--- config.mk ---
export PLATFORM = sky130hd
export DESIGN_NAME = uart_register_model_with_rx_fifo_flat
export DESIGN_NICKNAME = d
export VERILOG_FILES = /design/src/hw/rtl/urm_pkg.sv /design/src/hw/rtl/urm_in_if.sv /design/src/hw/rtl/urm_out_if.sv /design/src/hw/rtl/urm_ram.sv /design/src/hw/rtl/urm_rx_fifo.sv /design/src/hw/rtl/uart_register_model_with_rx_fifo.sv /design/src/flat_wrapper.sv
export SDC_FILE = /design/constraint.sdc
export NUM_CORES = 2
export LEC_CHECK = 0
export ABC_AREA = 1
export BUFFER_PORTS_ARGS = -buffer_cell sky130_fd_sc_hd__buf_2
export CAP_MARGIN = 20
export CORE_ASPECT_RATIO = 1.1
export CORE_MARGIN = 2
export CORE_UTILIZATION = 25
export CTS_CLUSTER_SIZE = 24
export DETAILED_ROUTE_END_ITERATION = 7
export PLACE_DENSITY = 0.38
export SYNTH_ARGS = -nofsm -noshare
export SYNTH_HDL_FRONTEND = slang
export SYNTH_HIERARCHICAL = 1
export SYNTH_SLANG_ARGS = --single-unit
--- constraint.sdc ---
create_clock -name clk -period 5.8 [get_ports clk]
set_clock_uncertainty 0.1 [all_clocks]
set_input_delay 1.16 -clock clk [delete_from_list [all_inputs] [get_ports clk]]
set_output_delay 1.16 -clock clk [all_outputs]
set_load 0.005 [all_outputs]
--- src/hw/rtl/urm_pkg.sv ---
`default_nettype none

package urm_pkg;

    localparam int URM_FIFO_DEPTH = 256;

    // item kinds
    localparam logic [1:0] FUNC_READ  = 2'd0;
    localparam logic [1:0] FUNC_WRITE = 2'd1;
    localparam logic [1:0] FUNC_RX    = 2'd2;

    // register byte offsets
    localparam logic [7:0] OFF_SR  = 8'h00;
    localparam logic [7:0] OFF_DR  = 8'h04;
    localparam logic [7:0] OFF_BRR = 8'h08;
    localparam logic [7:0] OFF_CR1 = 8'h0C;
    localparam logic [7:0] OFF_CR2 = 8'h10;
    localparam logic [7:0] OFF_CR3 = 8'h14;

    // bit positions
    localparam int SR_RXNE = 5;
    localparam int SR_TC   = 6;
    localparam int SR_TXE  = 7;
    localparam int CR1_RE  = 2;
    localparam int CR1_TE  = 3;
    localparam int CR1_UE  = 13;

    // requests from the register logic to the receive FIFO
    typedef struct packed {
        logic       push;
        logic [7:0] push_byte;
        logic [1:0] pops;
    } fifo_ctrl_t;

    // head view of the receive FIFO; avail is min(2, fill) once settled
    typedef struct packed {
        logic [7:0] head0;
        logic [7:0] head1;
        logic [1:0] avail;
        logic       full;
        logic       settled;
    } fifo_stat_t;

endpackage

`default_nettype wire

--- src/hw/rtl/urm_in_if.sv ---
`default_nettype none

interface urm_in_if;
    logic        valid;
    logic        ready;
    logic [1:0]  func;
    logic [7:0]  offset;
    logic [31:0] write_data;
    logic [7:0]  rx_byte;

    modport source (output valid, output func, output offset, output write_data,
                    output rx_byte, input ready);
    modport sink   (input valid, input func, input offset, input write_data,
                    input rx_byte, output ready);
endinterface

`default_nettype wire

--- src/hw/rtl/urm_out_if.sv ---
`default_nettype none

interface urm_out_if;
    logic        valid;
    logic        ready;
    logic [31:0] read_data;
    logic        tx_valid;
    logic [7:0]  tx_byte;
    logic        rx_dropped;

    modport source (output valid, output read_data, output tx_valid, output tx_byte,
                    output rx_dropped, input ready);
    modport sink   (input valid, input read_data, input tx_valid, input tx_byte,
                    input rx_dropped, output ready);
endinterface

`default_nettype wire

--- src/hw/rtl/urm_ram.sv ---
`default_nettype none

module urm_ram #(
    parameter int WIDTH = 8,
    parameter int DEPTH = 256
) (
    input  wire logic                     clk,
    input  wire logic                     we,
    input  wire logic [$clog2(DEPTH)-1:0] waddr,
    input  wire logic [WIDTH-1:0]         wdata,
    input  wire logic                     re,
    input  wire logic [$clog2(DEPTH)-1:0] raddr,
    output      logic [WIDTH-1:0]         rdata
);

    logic [WIDTH-1:0] mem [DEPTH];

    always_ff @(posedge clk)
    begin
        if (we)
        begin
            mem[waddr] <= wdata;
        end
        if (re)
        begin
            rdata <= mem[raddr];
        end
    end

endmodule

`default_nettype wire

--- src/hw/rtl/urm_rx_fifo.sv ---
`default_nettype none

// Receive FIFO: two-entry front buffer in flops ahead of a RAM.
// The front always holds the first min(2, fill) bytes once settled.
module urm_rx_fifo
    import urm_pkg::*;
#(
    parameter int FIFO_DEPTH = URM_FIFO_DEPTH
) (
    input  wire logic clk,
    input  wire logic rst_n,
    input  wire fifo_ctrl_t ctrl,
    output fifo_stat_t  stat
);

    localparam int AW = $clog2(FIFO_DEPTH);
    localparam int CW = $clog2(FIFO_DEPTH + 1);

    logic [1:0]    cnt_reg, cnt_next;
    logic [CW-1:0] ram_cnt_reg, ram_cnt_next;
    logic [AW-1:0] wptr_reg, wptr_next;
    logic [AW-1:0] rptr_reg, rptr_next;
    logic          pend_reg, pend_next;
    logic [7:0]    front_reg [2];
    logic [7:0]    front_next [2];

    logic          ram_we;
    logic          issue;
    logic [7:0]    ram_rdata;
    logic [CW-1:0] fill;

    function automatic logic [AW-1:0] ptr_inc(input logic [AW-1:0] p);
        return (p == AW'(FIFO_DEPTH - 1)) ? '0 : p + AW'(1);
    endfunction

    assign fill = CW'(cnt_reg) + ram_cnt_reg;

    assign stat.head0   = front_reg[0];
    assign stat.head1   = front_reg[1];
    assign stat.avail   = cnt_reg;
    assign stat.full    = (fill == CW'(FIFO_DEPTH));
    assign stat.settled = !pend_reg && (cnt_reg == 2'd2 || ram_cnt_reg == '0);

    // refill reads only start while unsettled, so never alongside a push or pop
    assign issue = !pend_reg && cnt_reg != 2'd2 && ram_cnt_reg != '0;

    always_comb
    begin
        front_next[0] = front_reg[0];
        front_next[1] = front_reg[1];
        cnt_next      = cnt_reg;
        ram_we        = 1'b0;

        if (ctrl.push)
        begin
            if (ram_cnt_reg == '0 && cnt_reg != 2'd2)
            begin
                if (cnt_reg == 2'd0)
                begin
                    front_next[0] = ctrl.push_byte;
                end
                else
                begin
                    front_next[1] = ctrl.push_byte;
                end
                cnt_next = cnt_reg + 2'd1;
            end
            else
            begin
                ram_we = 1'b1;
            end
        end

        case (ctrl.pops)
            2'd1:
            begin
                front_next[0] = front_next[1];
                cnt_next      = cnt_next - 2'd1;
            end
            2'd2:
            begin
                cnt_next = cnt_next - 2'd2;
            end
            default:
            begin
            end
        endcase

        // RAM data returns into the first free front slot
        if (pend_reg)
        begin
            if (cnt_reg == 2'd0)
            begin
                front_next[0] = ram_rdata;
            end
            else
            begin
                front_next[1] = ram_rdata;
            end
            cnt_next = cnt_reg + 2'd1;
        end

        ram_cnt_next = ram_cnt_reg;
        if (ram_we)
        begin
            ram_cnt_next = ram_cnt_reg + CW'(1);
        end
        else if (issue)
        begin
            ram_cnt_next = ram_cnt_reg - CW'(1);
        end

        wptr_next = ram_we ? ptr_inc(wptr_reg) : wptr_reg;
        rptr_next = issue ? ptr_inc(rptr_reg) : rptr_reg;
        pend_next = issue;
    end

    always_ff @(posedge clk or negedge rst_n)
    begin
        if (!rst_n)
        begin
            cnt_reg     <= '0;
            ram_cnt_reg <= '0;
            wptr_reg    <= '0;
            rptr_reg    <= '0;
            pend_reg    <= 1'b0;
        end
        else
        begin
            cnt_reg     <= cnt_next;
            ram_cnt_reg <= ram_cnt_next;
            wptr_reg    <= wptr_next;
            rptr_reg    <= rptr_next;
            pend_reg    <= pend_next;
        end
    end

    always_ff @(posedge clk)
    begin
        front_reg[0] <= front_next[0];
        front_reg[1] <= front_next[1];
    end

    urm_ram #(
        .WIDTH (8),
        .DEPTH (FIFO_DEPTH)
    ) u_ram (
        .clk   (clk),
        .we    (ram_we),
        .waddr (wptr_reg),
        .wdata (ctrl.push_byte),
        .re    (issue),
        .raddr (rptr_reg),
        .rdata (ram_rdata)
    );

endmodule

`default_nettype wire

--- src/hw/rtl/uart_register_model_with_rx_fifo.sv ---
`default_nettype none

// Channel  | Dir | Payload                                         | Transfer
// ---------+-----+-------------------------------------------------+-------------------
// item     | in  | func, offset, write_data, rx_byte               | valid && ready
// result   | out | read_data, tx_valid, tx_byte, rx_dropped        | valid && ready
//
// Items pass the input register, then the register logic into the result register.
// Items stream at one per cycle while the FIFO front buffer is settled and the result
// is not stalled; a byte taken from the FIFO while more sit in the RAM holds the next
// item for the RAM read and its return, as does a data read that takes two bytes with
// two or more in the RAM. Reset clears the control registers and counts; the RAM and
// the data-path registers are not cleared.
// A stalled result holds its register and the input register still takes one item.
module uart_register_model_with_rx_fifo
    import urm_pkg::*;
#(
    parameter int FIFO_DEPTH = URM_FIFO_DEPTH
) (
    input wire logic  clk,
    input wire logic  rst_n,
    urm_in_if.sink    item,
    urm_out_if.source result
);

    // input register
    logic        iv_reg, iv_next;
    logic [1:0]  func_reg;
    logic [7:0]  offset_reg;
    logic [31:0] wdata_reg;
    logic [7:0]  rxb_reg;

    // register file
    logic [31:0] sr_reg, sr_next;
    logic [7:0]  dr_reg, dr_next;
    logic [31:0] brr_reg, brr_next;
    logic [31:0] cr1_reg, cr1_next;
    logic [31:0] cr2_reg, cr2_next;
    logic [31:0] cr3_reg, cr3_next;

    // result register
    logic        ov_reg, ov_next;
    logic [31:0] rd_reg, rd_next;
    logic        txv_reg, txv_next;
    logic [7:0]  txb_reg, txb_next;
    logic        drop_reg, drop_next;

    fifo_ctrl_t  fctrl;
    fifo_stat_t  fstat;
    logic        process;
    logic        accept;

    assign process    = iv_reg && fstat.settled && (!ov_reg || result.ready);
    assign item.ready = !iv_reg || process;
    assign accept     = item.valid && item.ready;

    assign result.valid      = ov_reg;
    assign result.read_data  = rd_reg;
    assign result.tx_valid   = txv_reg;
    assign result.tx_byte    = txb_reg;
    assign result.rx_dropped = drop_reg;

    always_comb
    begin
        logic en;
        logic en_new;
        logic pop1;
        logic pop2;

        en     = cr1_reg[CR1_UE] && cr1_reg[CR1_RE];
        en_new = wdata_reg[CR1_UE] && wdata_reg[CR1_RE];
        pop1   = 1'b0;
        pop2   = 1'b0;

        sr_next  = sr_reg;
        dr_next  = dr_reg;
        brr_next = brr_reg;
        cr1_next = cr1_reg;
        cr2_next = cr2_reg;
        cr3_next = cr3_reg;

        rd_next   = '0;
        txv_next  = 1'b0;
        txb_next  = '0;
        drop_next = 1'b0;

        fctrl.push      = 1'b0;
        fctrl.push_byte = rxb_reg;
        fctrl.pops      = 2'd0;

        case (func_reg)
            FUNC_READ:
            begin
                pop1 = en && !sr_reg[SR_RXNE] && fstat.avail != 2'd0;
                if (pop1)
                begin
                    dr_next          = fstat.head0;
                    sr_next[SR_RXNE] = 1'b1;
                end
                case (offset_reg)
                    OFF_SR:  rd_next = sr_next;
                    OFF_DR:
                    begin
                        rd_next = {24'd0, dr_next};
                        // second refill: next head is head1 if one byte already left
                        pop2 = en && (fstat.avail > {1'b0, pop1});
                        if (pop2)
                        begin
                            dr_next          = pop1 ? fstat.head1 : fstat.head0;
                            sr_next[SR_RXNE] = 1'b1;
                        end
                        else
                        begin
                            dr_next          = '0;
                            sr_next[SR_RXNE] = 1'b0;
                        end
                    end
                    OFF_BRR: rd_next = brr_reg;
                    OFF_CR1: rd_next = cr1_reg;
                    OFF_CR2: rd_next = cr2_reg;
                    OFF_CR3: rd_next = cr3_reg;
                    default: rd_next = '0;
                endcase
                fctrl.pops = {1'b0, pop1} + {1'b0, pop2};
            end
            FUNC_WRITE:
            begin
                case (offset_reg)
                    OFF_SR:  sr_next = wdata_reg;
                    OFF_DR:
                    begin
                        dr_next = wdata_reg[7:0];
                        if (cr1_reg[CR1_UE] && cr1_reg[CR1_TE])
                        begin
                            txv_next = 1'b1;
                            txb_next = wdata_reg[7:0];
                        end
                        sr_next[SR_TXE] = 1'b1;
                        sr_next[SR_TC]  = 1'b1;
                    end
                    OFF_BRR: brr_next = wdata_reg;
                    OFF_CR1:
                    begin
                        cr1_next = wdata_reg;
                        if (en_new && !sr_reg[SR_RXNE] && fstat.avail != 2'd0)
                        begin
                            dr_next          = fstat.head0;
                            sr_next[SR_RXNE] = 1'b1;
                            fctrl.pops       = 2'd1;
                        end
                    end
                    OFF_CR2: cr2_next = wdata_reg;
                    OFF_CR3: cr3_next = wdata_reg;
                    default:
                    begin
                    end
                endcase
            end
            FUNC_RX:
            begin
                if (fstat.full)
                begin
                    drop_next = 1'b1;
                end
                else
                begin
                    fctrl.push = 1'b1;
                end
                // an empty FIFO hands the new byte straight on
                if (en && !sr_reg[SR_RXNE] && (fstat.avail != 2'd0 || fctrl.push))
                begin
                    dr_next          = (fstat.avail != 2'd0) ? fstat.head0 : rxb_reg;
                    sr_next[SR_RXNE] = 1'b1;
                    fctrl.pops       = 2'd1;
                end
            end
            default:
            begin
            end
        endcase

        if (!process)
        begin
            sr_next    = sr_reg;
            dr_next    = dr_reg;
            brr_next   = brr_reg;
            cr1_next   = cr1_reg;
            cr2_next   = cr2_reg;
            cr3_next   = cr3_reg;
            fctrl.push = 1'b0;
            fctrl.pops = 2'd0;
        end

        iv_next = accept ? 1'b1 : (process ? 1'b0 : iv_reg);
        ov_next = process ? 1'b1 : (result.ready ? 1'b0 : ov_reg);
    end

    always_ff @(posedge clk or negedge rst_n)
    begin
        if (!rst_n)
        begin
            iv_reg  <= 1'b0;
            ov_reg  <= 1'b0;
            sr_reg  <= '0;
            dr_reg  <= '0;
            brr_reg <= '0;
            cr1_reg <= '0;
            cr2_reg <= '0;
            cr3_reg <= '0;
        end
        else
        begin
            iv_reg  <= iv_next;
            ov_reg  <= ov_next;
            sr_reg  <= sr_next;
            dr_reg  <= dr_next;
            brr_reg <= brr_next;
            cr1_reg <= cr1_next;
            cr2_reg <= cr2_next;
            cr3_reg <= cr3_next;
        end
    end

    always_ff @(posedge clk)
    begin
        if (accept)
        begin
            func_reg   <= item.func;
            offset_reg <= item.offset;
            wdata_reg  <= item.write_data;
            rxb_reg    <= item.rx_byte;
        end
        if (process)
        begin
            rd_reg   <= rd_next;
            txv_reg  <= txv_next;
            txb_reg  <= txb_next;
            drop_reg <= drop_next;
        end
    end

    urm_rx_fifo #(
        .FIFO_DEPTH (FIFO_DEPTH)
    ) u_rx_fifo (
        .clk   (clk),
        .rst_n (rst_n),
        .ctrl  (fctrl),
        .stat  (fstat)
    );

endmodule

`default_nettype wire

--- src/flat_wrapper.sv ---
// flat-port wrapper written by rule: the top's interface ports become plain ports
module uart_register_model_with_rx_fifo_flat import urm_pkg::*;
#(
    parameter int FIFO_DEPTH = URM_FIFO_DEPTH
)
  (clk, rst_n, item_valid, item_func, item_offset, item_write_data, item_rx_byte, item_ready, result_valid, result_read_data, result_tx_valid, result_tx_byte, result_rx_dropped, result_ready);
  urm_in_if item_i ();
  urm_out_if result_i ();
  input wire logic clk;
  input wire logic rst_n;
  input wire logic [$bits(item_i.valid)-1:0] item_valid;
  input wire logic [$bits(item_i.func)-1:0] item_func;
  input wire logic [$bits(item_i.offset)-1:0] item_offset;
  input wire logic [$bits(item_i.write_data)-1:0] item_write_data;
  input wire logic [$bits(item_i.rx_byte)-1:0] item_rx_byte;
  output wire logic [$bits(item_i.ready)-1:0] item_ready;
  output wire logic [$bits(result_i.valid)-1:0] result_valid;
  output wire logic [$bits(result_i.read_data)-1:0] result_read_data;
  output wire logic [$bits(result_i.tx_valid)-1:0] result_tx_valid;
  output wire logic [$bits(result_i.tx_byte)-1:0] result_tx_byte;
  output wire logic [$bits(result_i.rx_dropped)-1:0] result_rx_dropped;
  input wire logic [$bits(result_i.ready)-1:0] result_ready;
  assign item_i.valid = item_valid;
  assign item_i.func = item_func;
  assign item_i.offset = item_offset;
  assign item_i.write_data = item_write_data;
  assign item_i.rx_byte = item_rx_byte;
  assign item_ready = item_i.ready;
  assign result_valid = result_i.valid;
  assign result_read_data = result_i.read_data;
  assign result_tx_valid = result_i.tx_valid;
  assign result_tx_byte = result_i.tx_byte;
  assign result_rx_dropped = result_i.rx_dropped;
  assign result_i.ready = result_ready;
  uart_register_model_with_rx_fifo #(.FIFO_DEPTH(FIFO_DEPTH)) u_core (.clk(clk), .rst_n(rst_n), .item(item_i), .result(result_i));
endmodule
==> flow_summary.ini <==
[status]
status = complete, no violations

[worst_setup_path]
critPathMaxStageDelay_ns = 0.84
crit_family = simple AND/OR/NAND/NOR gates
cp.buffers_inverters = 5
cp_max_fo = 15
crit_path_cell_trace = ha_1 -> inv_1 -> fa_1 -> inv_1 -> a211oi_1 -> o21ai_0 -> nor2_1 -> o211a_1 -> nor2_1 -> buf_4 -> nand2_4 -> inv_2 -> buf_4 -> nand2_2 -> nor2_1
r2r_start = u_core/u_rx_fifo/ram_cnt_reg[0]
cp_common_cell = nor2_1
worst-endpoint-required_ns = 6.21
cp-end-kind = register
start_kind = register
critical-path-slowest-cell = nor2_1
path_class = reg -> reg
worstSetupStartpoint = u_core/u_rx_fifo/ram_cnt_reg[0]
worstPathArrival_ns = 5.19

[clock_tree]
numCtsBuffers = 267
cts_setup_buffers = 0
postCtsHoldBufs = 0
clkTransAtPathRegs_ns = 0.06
clock_tree.htree_level_count = 5
cts_resized = 0
cts_sinks = 2362
cts_root_buffer = clkbuf_16
tritoncts = built
clock_latency_ns = 0.90
cts_max_path_buffers = 4

[placement]
pre_cts_slack_ns = 0.900
dp.cells = 13600
port-buffer-count = 97
gp_congestion = 0.843
hpwl_mm = 186

[sta]
fmax_mhz = 209
tns_ns = 0
fin_crit_sh = 0.823
setup_viol = 0
relSlewSlack = 0.246
rsz0062_at_grt = false
fin_ws_ns = 1.02
worst_pin_slew_ns = 1.13
hold_ws_ns = 0.237
period_minus_slack_ns = 4.78
slew_viol_final = 0
final_hold_viol_count = 0

[floorplan]
die_area_sq_mm = 0.397
start_util = 0.251
die_w_microns = 601
core_sq_mm = 0.391
rows = 241
io_pins = 98
die_h_microns = 661

[detailed_routing]
wl_met1_mm = 141
drc_errors = 0
drt_first_pass_iters = 5
dr.first_iter.drc_count = 5345
postRouteAntennaNets = 0
post_drt_wl_per_cell_microns = 22.7
met2_length_mm = 155
routed.top_layer = met4
viasPerCell = 4.62
num_vias = 64900
wl_mm = 319
met3WireLength_mm = 14.5

[global_route]
track_usage = 0.156
grt_pass1_wl_mm = 459
grt_start_max_net_pins = 178
antenna_found_initial = 6
grt.overflow.total = 0
grt_pass1_vias = 65300

[power]
vdd_ir_drop_max_uv = 372
powerDensity_mw_per_mm2 = 486
p_leak_uw = 0.0395

[worst_hold_path]
hp-class = in -> async

[yosys]
avgSynthCellArea_sq_um = 11.3
synth_area_leaders = edfxtp_1 (66%), nand3_1 (11%), nand2_1 (10%)
synth_seq_cells = 2362
yosysTopAreaCell = edfxtp_1
post_synth_num_cell_types = 49
synth_top_area_frac = 0.658
syn_inst = 8672
yosysSeqAreaShare = 0.712
syn_area_sq_mm = 0.0980
synth_nets = 8748
yosysWarnings = 6

[cells_and_area]
fillers = 40300
nets = 8679
drive_gt1_frac = 0.0792
final_cells = 14000
area_delta_synth_final_pct = 14.5
largest_register_ffs = 2048
top_register = u_core/u_rx_fifo/u_ram/mem

[run]
maxCapViolations = 0
## path summary, 6_finish.rpt
check	to	slack [ns]	cells after the start
worst max-delay path	u_core/u_rx_fifo/u_ram/mem[123][3]	1.02	15
worst min-delay path	u_core/u_rx_fifo/ram_cnt_reg[4]	0.24	1
worst max register to register	u_core/u_rx_fifo/u_ram/mem[123][3]	1.02	15
worst min register to register	u_core/brr_reg[22]	0.38	2
max in group asynchronous	u_core/cr1_reg[25]	4.11	2
min in group clk	u_core/wdata_reg[21]	0.34	1
## routing by layer
layer | track usage | up-vias
li1 | - | 30200
met1 | 0.206 | 32600
met2 | 0.267 | 1701
met3 | 0.0202 | 430
met4 | 0.0411 | 0
met5 | 0 | -
## stage by stage
step                      power (uW)  area (sq um)   util
after CTS                      55300        112000  0.287
after detailed placement       38100        104000  0.265
final                          54500        112000  0.287
after global routing           57400        112000  0.287
after global placement         38200        104000  0.265
after floorplan                31600         98000      -
## cell usage after synthesis, drive strengths merged
master / n
nand4: 9
inv: 188
o22ai: 1
xor2: 6
clkbuf: 121
nand2: 2686
edfxtp: 2148
dfrtp: 198
or2: 9
dfxtp: 16
a211oi: 1
xnor2: 6
o211a: 1
ha: 20
o311ai: 1
a21oi: 33
nand3b: 1
nor3b: 1
buf: 427
o21ai: 204
nand3: 2161
and2: 2
nor3: 7
fa: 2
clkinv: 4
nor2: 416
a31oi: 1
a21o: 2
## placed cells by master (no fill, tap or decap), types with 3 or more instances in the layout
master      Yosys  routed
a21oi_1        33      32
buf_12          0      38
buf_2         302      96
buf_4          54      75
bufinv_16       0      25
clkbuf_1      118      53
clkbuf_16       0     277
clkbuf_8        0       4
clkinv_1        3      50
clkinv_2        1      42
clkinv_8        0       4
clkinvlp_4      0      15
dfrtp_1       198     192
dfrtp_4         0       5
dfxtp_1        16      16
edfxtp_1     2148    2148
ha_1           20      20
inv_1         169     167
inv_2          14      13
inv_4           5       6
inv_6           0      11
nand2_1      2658    2642
nand2_2        18      34
nand2_4         8       8
nand3_1      2159    2159
nand4_1         6       6
nor2_1        399     399
nor2_2         10      10
nor2_4          3       3
nor2_8          4       4
nor3_1          5       5
o21ai_0        89      89
o21ai_1       115     115
or2_2           9       9
xnor2_1         6       6
xor2_1          6       6
## layout make-up
type	count	area, sq um	area share
sequential	2362	69800	0.622
multi-input combinational	5570	24600	0.220
clock inverter	147	1450	0.0129
inverter	192	766	0.00683
antenna	2	5.00	0.0000446
clock buffer	333	7170	0.0639
tap	5224	6540	0.0583
timing repair buffer	210	1820	0.0162
## logic make-up (layout without fill, tap and decap cells)
kind of cell,count (synthesis),in the layout,share of synthesized area
other,0,2,0
xor gates and xnor gates,12,12,0.00107
and+or+nand+nor,5292,5292,0.234
buffers and inverters,740,882,0.0369
AOI/OAI and AO/OA,244,244,0.0127
DFF,2362,2362,0.712
adders and majority gates,22,22,0.00296
## report_power, final
group | internal (uW) | switching, uW
Clock | 9920 | 7020
Sequential | 19900 | 582
Combinational | 4200 | 12900
(Power assumes the default switching activity.)
